## config.mk

```make
export PLATFORM = sky130hd
export DESIGN_NAME = signed_int_to_decimal_ascii
export DESIGN_NICKNAME = d
export VERILOG_FILES = /design/src/hdl/sida_pkg.sv /design/src/hdl/signed_int_to_decimal_ascii.sv
export SDC_FILE = /design/constraint.sdc
export NUM_CORES = 1
export LEC_CHECK = 0
export BUFFER_PORTS_ARGS = -buffer_cell sky130_fd_sc_hd__buf_2
export CORE_ASPECT_RATIO = 1.75
export CORE_UTILIZATION = 39
export CTS_BUF_LIST = sky130_fd_sc_hd__clkbuf_2 sky130_fd_sc_hd__clkbuf_4 sky130_fd_sc_hd__clkbuf_8
export CTS_CLUSTER_DIAMETER = 60
export DETAILED_ROUTE_END_ITERATION = 8
export GPL_TIMING_DRIVEN = 1
export PLACE_DENSITY = 0.62
export RECOVER_POWER = 50
export SETUP_SLACK_MARGIN = 0.1
export SYNTH_ARGS = -nofsm -noshare
export SYNTH_HDL_FRONTEND = slang
export SYNTH_SLANG_ARGS = --single-unit
```

## constraint.sdc

```tcl
create_clock -name clk_i -period 7.2 [get_ports clk_i]
set_input_delay 0.36 -clock clk_i [delete_from_list [all_inputs] [get_ports clk_i]]
set_output_delay 0.36 -clock clk_i [all_outputs]
set_load 0.05 [all_outputs]
```

## src/hdl/sida_pkg.sv

```systemverilog
// ----------------------------------------------------------------------------
// sida_pkg
// Shared widths, character codes, pipeline types and the shift-and-add-3
// step used by the binary to BCD stages of signed_int_to_decimal_ascii.
// ----------------------------------------------------------------------------
package sida_pkg;

  localparam int unsigned ValueW        = 32;
  localparam int unsigned NDigits       = 10;
  localparam int unsigned BcdW          = 4 * NDigits;
  localparam int unsigned StepsPerStage = 8;
  localparam int unsigned DdStages      = ValueW / StepsPerStage;
  localparam int unsigned CharW         = 8;
  localparam int unsigned CountW        = 4;

  localparam logic [CharW-1:0] AsciiZero  = 8'd48;
  localparam logic [CharW-1:0] AsciiMinus = 8'd45;

  typedef struct packed {
    logic              neg;
    logic [BcdW-1:0]   bcd;
    logic [ValueW-1:0] bin;
  } dd_t;

  // several double dabble steps: correct every digit, then shift one bit in
  function automatic dd_t dd_steps(dd_t x);
    dd_t r;
    r = x;
    for (int s = 0; s < StepsPerStage; s++) begin
      for (int d = 0; d < NDigits; d++) begin
        if (r.bcd[4*d +: 4] >= 4'd5) begin
          r.bcd[4*d +: 4] = r.bcd[4*d +: 4] + 4'd3;
        end
      end
      {r.bcd, r.bin} = {r.bcd, r.bin} << 1;
    end
    return r;
  endfunction

endpackage

```

## src/hdl/signed_int_to_decimal_ascii.sv

```systemverilog
// ----------------------------------------------------------------------------
// signed_int_to_decimal_ascii
// Turns a signed 32-bit integer into its decimal ASCII text, one character
// per output beat, most significant first.
// ----------------------------------------------------------------------------
// Usage:
//   Input: value_i is taken at a rising edge where start_i is high and
//   busy_o is low.
//   Output: one character per beat on char_code_o, is_last_o and
//   char_count_o, marked by valid_o for exactly one cycle. The receiver
//   cannot hold beats off.
//   Pipeline: input capture with sign and magnitude, four binary to BCD
//   stages of eight shift-and-add-3 steps each, a digit count and align
//   stage, then a serialiser that sends one character per cycle.
//   Path: the first beat passes the capture register, the BCD stage
//   registers, the count and align register and the serialiser register.
//   Flow: a value has 1 to 11 characters; the serialiser holds it until its
//   last character is sent and back-pressures the pipeline through busy_o,
//   which goes high once all the earlier stages hold values.
//   Reset: all stage valid bits and the serialiser clear at once; no beat
//   is sent and busy_o is low after reset.
// ----------------------------------------------------------------------------
module signed_int_to_decimal_ascii (
  input  logic                            clk_i,
  input  logic                            rst_ni,
  input  logic                            start_i,
  output logic                            busy_o,
  input  logic signed [sida_pkg::ValueW-1:0] value_i,
  output logic                            valid_o,
  output logic [sida_pkg::CharW-1:0]      char_code_o,
  output logic                            is_last_o,
  output logic [sida_pkg::CountW-1:0]     char_count_o
);

  localparam logic [sida_pkg::CountW-1:0] NDigitsC = sida_pkg::CountW'(sida_pkg::NDigits);

  // capture plus binary to bcd stages
  logic          dd_v_q [0:sida_pkg::DdStages];
  sida_pkg::dd_t dd_q   [0:sida_pkg::DdStages];
  logic          dd_rdy [0:sida_pkg::DdStages];

  // count and align stage
  logic                          cnt_v_q;
  logic                          cnt_neg_q;
  logic [sida_pkg::BcdW-1:0]     cnt_digits_q;
  logic [sida_pkg::CountW-1:0]   cnt_total_q;
  logic                          cnt_rdy;
  logic [sida_pkg::CountW-1:0]   nd;
  logic [5:0]                    align_sh;
  sida_pkg::dd_t                 dd_last;

  // serialiser
  logic                          ser_v_q;
  logic                          ser_sign_q;
  logic [sida_pkg::BcdW-1:0]     ser_digits_q;
  logic [sida_pkg::CountW-1:0]   ser_left_q;
  logic [sida_pkg::CountW-1:0]   ser_total_q;
  logic                          ser_rdy;

  logic                          accept;
  logic                          in_neg;
  logic [sida_pkg::ValueW-1:0]   in_mag;

  assign ser_rdy = !ser_v_q || (ser_left_q == 4'd1);
  assign cnt_rdy = !cnt_v_q || ser_rdy;

  always_comb begin
    dd_rdy[sida_pkg::DdStages] = !dd_v_q[sida_pkg::DdStages] || cnt_rdy;
    for (int k = sida_pkg::DdStages - 1; k >= 0; k--) begin
      dd_rdy[k] = !dd_v_q[k] || dd_rdy[k+1];
    end
  end

  assign busy_o = !dd_rdy[0];
  assign accept = start_i && !busy_o;

  assign in_neg = value_i[sida_pkg::ValueW-1];
  assign in_mag = in_neg ? (~value_i + 1'b1) : value_i;

  // leading digit position, zero still gives one digit
  assign dd_last = dd_q[sida_pkg::DdStages];
  always_comb begin
    nd = 4'd1;
    for (int d = 0; d < sida_pkg::NDigits; d++) begin
      if (dd_last.bcd[4*d +: 4] != 4'd0) begin
        nd = sida_pkg::CountW'(d + 1);
      end
    end
    align_sh = {NDigitsC - nd, 2'b00};
  end

  always_ff @(posedge clk_i or negedge rst_ni) begin
    if (!rst_ni) begin
      for (int k = 0; k <= sida_pkg::DdStages; k++) begin
        dd_v_q[k] <= 1'b0;
      end
      cnt_v_q <= 1'b0;
      ser_v_q <= 1'b0;
    end else begin
      if (dd_rdy[0]) begin
        dd_v_q[0] <= accept;
      end
      for (int k = 1; k <= sida_pkg::DdStages; k++) begin
        if (dd_rdy[k]) begin
          dd_v_q[k] <= dd_v_q[k-1];
        end
      end
      if (cnt_rdy) begin
        cnt_v_q <= dd_v_q[sida_pkg::DdStages];
      end
      if (ser_rdy) begin
        ser_v_q <= cnt_v_q;
      end
    end
  end

  always_ff @(posedge clk_i) begin
    if (dd_rdy[0]) begin
      dd_q[0] <= '{neg: in_neg, bcd: '0, bin: in_mag};
    end
    for (int k = 1; k <= sida_pkg::DdStages; k++) begin
      if (dd_rdy[k]) begin
        dd_q[k] <= sida_pkg::dd_steps(dd_q[k-1]);
      end
    end
    if (cnt_rdy) begin
      cnt_neg_q    <= dd_last.neg;
      cnt_digits_q <= dd_last.bcd << align_sh;
      cnt_total_q  <= nd + sida_pkg::CountW'(dd_last.neg);
    end
    if (ser_rdy) begin
      ser_sign_q   <= cnt_neg_q;
      ser_digits_q <= cnt_digits_q;
      ser_left_q   <= cnt_total_q;
      ser_total_q  <= cnt_total_q;
    end else begin
      if (ser_sign_q) begin
        ser_sign_q <= 1'b0;
      end else begin
        ser_digits_q <= ser_digits_q << 4;
      end
      ser_left_q <= ser_left_q - 4'd1;
    end
  end

  assign valid_o      = ser_v_q;
  assign char_code_o  = ser_sign_q ? sida_pkg::AsciiMinus
                      : sida_pkg::AsciiZero + {4'd0, ser_digits_q[sida_pkg::BcdW-1 -: 4]};
  assign is_last_o    = (ser_left_q == 4'd1);
  assign char_count_o = ser_total_q;

endmodule

```

; Word level (Yosys, flattened, before mapping)
; Memories as Yosys holds them, arrays and structs flattened.
; Cells that the tools add are included.
[totals]
regBits = 101
ramBits = 365
input_bits = 35
elab_cells = 1353
memories = 1
[memory_table]
columns = memory, depth, width, rd, rd_clocked_by_memory_dff, write_ports, line
row1 = dd_q, 5, 73, 5, 0, 5, signed_int_to_decimal_ascii.sv:39  ; sida_pkg::dd_t dd_q [0:sida_pkg::DdStages];
[classes]
addsub = 325
n_lt_le_gt_ge = 320
n_eq_ne = 2
n_shift = 1
mux = 664
bitwise = 1
n_reduce_logical = 25
[ops]
columns = cell, n
row1 = 4-bit 2-to-1 mux, 585
row2 = 4-bit by 3-bit >= comparator with 1-bit output (second input constant), 320
row3 = 4-bit by 2-bit adder with 4-bit output (second input constant), 288
row4 = 3-bit 2-to-1 mux, 64
row5 = 3-bit by 2-bit adder with 3-bit output (second input constant), 32
row6 = 40-bit 2-to-1 mux, 2
row7 = 40-bit by 6-bit left shift with 40-bit output, 1
row8 = 4-bit nonzero test, 9
row9 = 32-bit by 1-bit adder with 32-bit output (second input constant), 1
row10 = 32-bit 2-to-1 mux, 1
row11 = 32-bit NOT, 1
row12 = 1-bit 2-to-1 mux, 10
row13 = 1-bit logical NOT, 8
row14 = 6-bit by 4-bit adder with 7-bit output (first input constant), 1
row15 = 1-bit logical OR, 7
row16 = 7-bit 2-to-1 mux, 1
row17 = 4-bit by 1-bit adder with 4-bit output, 1
row18 = 4-bit by 1-bit == test with 1-bit output (second input constant), 1
row19 = 4-bit by 1-bit subtractor with 4-bit output (second input constant), 1
row20 = 4-bit subtractor (first input constant), 1
row21 = 2-bit 2-to-1 mux, 1
row22 = 2-bit by 1-bit != test with 1-bit output (second input constant), 1
row23 = 1-bit logical AND, 1

; Depth between registers and ports, before layout
[logic_depth]
depth_word = 29
mapped_depth = 39
ltp_nobuf = 38

; Worst setup path after synthesis
; No wires, ideal clock.
[synth_path]
path_kind = reg2reg
from = memory dd_q[0][178] (netlist bit)
to = memory dd_q[0][257] (netlist bit) (data pin)
arrival_time_ns = 6.263
t_required_ns = 6.933
slack_ns = 0.670
stages_incl_launch_ff = 37
n_path_buf = 1
cell_sequence = edfxtp_1 -> clkbuf_1 -> inv_1 -> ha_1 -> nor2b_1 -> or3_1 -> nand2_1 -> ha_1 -> a211oi_1 -> a21boi_0 -> o21ai_2 -> inv_2 -> ha_1 -> a21oi_1 -> o211ai_1 -> and2_1 -> inv_1 -> ha_1 -> a21oi_1 -> nor3_1 -> or3_1 -> inv_1 -> ha_1 -> o41a_1 -> o31ai_2 -> ha_1 -> inv_1 -> a211o_1 -> o211ai_1 -> inv_1 -> ha_1 -> o21a_1 -> o31ai_1 -> nand2b_1 -> a21oi_1 -> nor2_1 -> xnor2_1
[synth_lines]
columns = item, line
row1 = start: declaration, signed_int_to_decimal_ascii.sv:39

==> results.yml <==
min_path:
  hold_class: "in -> reg"
timing:
  tightest_slew_ps: 2400
  hold_viol: 0
  finalSetupViolations: 0
  final.setup.tns_ps: 0
  timing.fmax_ghz: 0.148
  maxSlewHeadroom_pct: -59.8
  min_period_ps: 6740
  finalMaxSlewViolations: 219
  grt_setup_unrepaired: "yes"
  finalCritPeriodShare_pct: 93.6
  worst_clock_skew_ps: 29.7
route:
  wl_um: 67800
  wire_per_inst_um: 13.9
  dr_total_vias: 27300
  drt_first_pass_iters: 6
  drc: 0
  viasPerCell: 5.61
  drtIter0Drc: 1214
  ant_nets: 0
outcome:
  outcome: "finished, violations left"
  violations: "capacitance limit, slew limit"
final_layout:
  drive_gt1_share_pct: 14.3
  syn_to_final_growth_pct: 11.7
  final_nets: 3973
  fin_cells: 4861
  design_area_um2: 34100
synthesis:
  synthFlopType: "edfxtp_1"
  synth_warnings: 0
  synth_top_area_cell: "edfxtp_1"
  synth.cell_area_um2: 30500
  yosysUniqueCellTypes: 137
  synthTopCellsByCount: "nand2_1 (451), edfxtp_1 (276), nor2_1 (273), a21oi_1 (256), o21ai_0 (254)"
  synth.top_cell.area_share_pct: 27.1
  synth_area_leaders: "edfxtp_1 (27%), ha_1 (5.9%), nand2_1 (5.5%)"
  yosysMostFrequentCell: "nand2_1"
  muxShareOfSynthArea_pct: 7.75
  synth-compound-area-share_pct: 27.6
  synth-xor-area-share_pct: 4.60
  synth.yosys.seq_area_share_pct: 28.0
  async_flop_share_pct: 2.43
  synth_seq_cells: 288
  avgSynthCellArea_um2: 8.26
  syn_inst: 3698
  synth-simple-area-share_pct: 21.6
  synth_top_family_by_area: "compound AO/OA/AOI/OAI gates"
  synthAdderAreaFrac_pct: 6.20
  synth-edff-count: 276
setup_path:
  cp.arrival_ps: 7110
  critPathMaxStageDelay_ps: 470
  slowest_stage: "edfxtp_1"
  path_buf_inv: 6
  cpLargestDelayFamily: "compound AO/OA/AOI/OAI gates"
  worst-r2r-setup-slack_ps: 460
  worstSetupPathType: "reg -> reg"
  cp-end-kind: "flop"
  crit_fanout: 4
  cp.required_ps: 7570
  crit_path_start_kind: "flop"
global_routing:
  grtUsageMet2_pct: 34.3
  antenna_found_initial: 1
  grt_max_degree: 49
  first_global_vias: 25700
  met3_usage_pct: 1.69
  grt_usage_pct: 16.6
  grt_pass1_wl_um: 113000
  busiest_layer: "met2"
  met1_usage_pct: 16.2
  grt_remaining_overflow: 0
clock_tree:
  clkLatencyLatePin_ps: 640
  ctsRootBufferMaster: "clkbuf_8"
  cts_buffer_depth: 3
  cts.sinks: 288
  path_clk_slew_ps: 60
  cts_tree: "done"
  cts_buffers: 49
  cts-htree-levels: 2
die:
  rows: 135
  die-area_um2: 79500
  die_x_um: 214
  ios: 50
  fp.coreArea_um2: 77400
  die_h_um: 372
  initial_utilization_pct: 39.5
placement:
  place_area_um2: 32000
  hpwl_um: 52000
  place_congestion: 0.898
  port_buffers: 46
  placed_cells: 4714
run:
  maxCapViolCount: 5
[cell families (layout without fill, tap and decap cells)]
family	Yosys count	count (layout)
mux	221	221
other cells	2	4
flops	288	288
xor+xnor	145	145
compound gates	1213	1213
simple gates	1353	1353
fa+ha+maj	153	153
buf+inv	323	457
[layout by cell type, fill, tap and decap left out, drive strengths merged, types with 73 or more instances in the layout]
cell type  instances
buf              133
nor2             277
inv              199
a21oi            262
nand2            451
xnor2            108
nor3             105
nand2b            82
mux2i            153
nand3            101
clkbuf            83
ha               145
o21ai            319
and2              73
edfxtp           276
[final cells by class]
type	instances	area (um2)
fillers	7811	43300
multi-input cells	3088	21300
flip-flops and latches	288	8560
well taps	1027	1280
repair buffers	166	1130
clock buffers	63	798
inverters	200	751
clock inverters	28	318
diodes	1	2.50
[metrics by stage]
step	hold slack (ps)	utilization [%]	worst slack, ps
after floorplan	64.4	-	670
after global placement	226	41.4	193
after detailed placement	230	41.4	19.8
after CTS	3.36	43.1	109
after global routing	25.0	44.1	39.5
final	51.3	44.1	462
[flip-flops by register name, indices dropped and copies added (netlist names), 4 cells and up]
name,flops
char_count_o,4
ser_left_q,4
cnt_total_q,4
dd_v_q,5
cnt_digits_q,40
dd_q,187
ser_digits_q,40
[metal layers]
layer | vias to the layer above | share of wire [%]
met5 | - | 0
met4 | 0 | 3.0
met3 | 134 | 2.0
met2 | 336 | 57
met1 | 12800 | 38
li1 | 14000 | -
[what timing repair did]
action / CTS / global route
pin swaps: 0 / 22
gates cloned: 0 / 0
hold buffers: 13 / 0
resized for setup: 3 / 110
setup buffers: 0 / 42
endpoints found under the hold margin: 20 / 0
endpoints found under the setup margin: 2 / 73
[final timing paths]
| kind | cells past startpoint | end | from |
|---|---|---|---|
| worst max-delay path | 35 | dd_q[0][257]$_DFFE_PP_ | dd_q[0][182]$_DFFE_PP_ |
| worst min-delay path | 2 | dd_q[0][27]$_DFFE_PN_ | value_i[27] |
| worst max register to register | 35 | dd_q[0][257]$_DFFE_PP_ | dd_q[0][182]$_DFFE_PP_ |
| worst min register to register | 0 | dd_q[0][177]$_DFFE_PP_ | dd_q[0][96]$_DFFE_PP_ |
| max in group asynchronous | 2 | dd_v_q[1]$_DFFE_PN0P_ | rst_ni |
| min in group asynchronous | 2 | valid_o$_DFFE_PN0N_ | rst_ni |
Power is left out: the tool's default activity adds up to more than one toggle a clock period on the data nets, which glitch-free logic cannot reach.
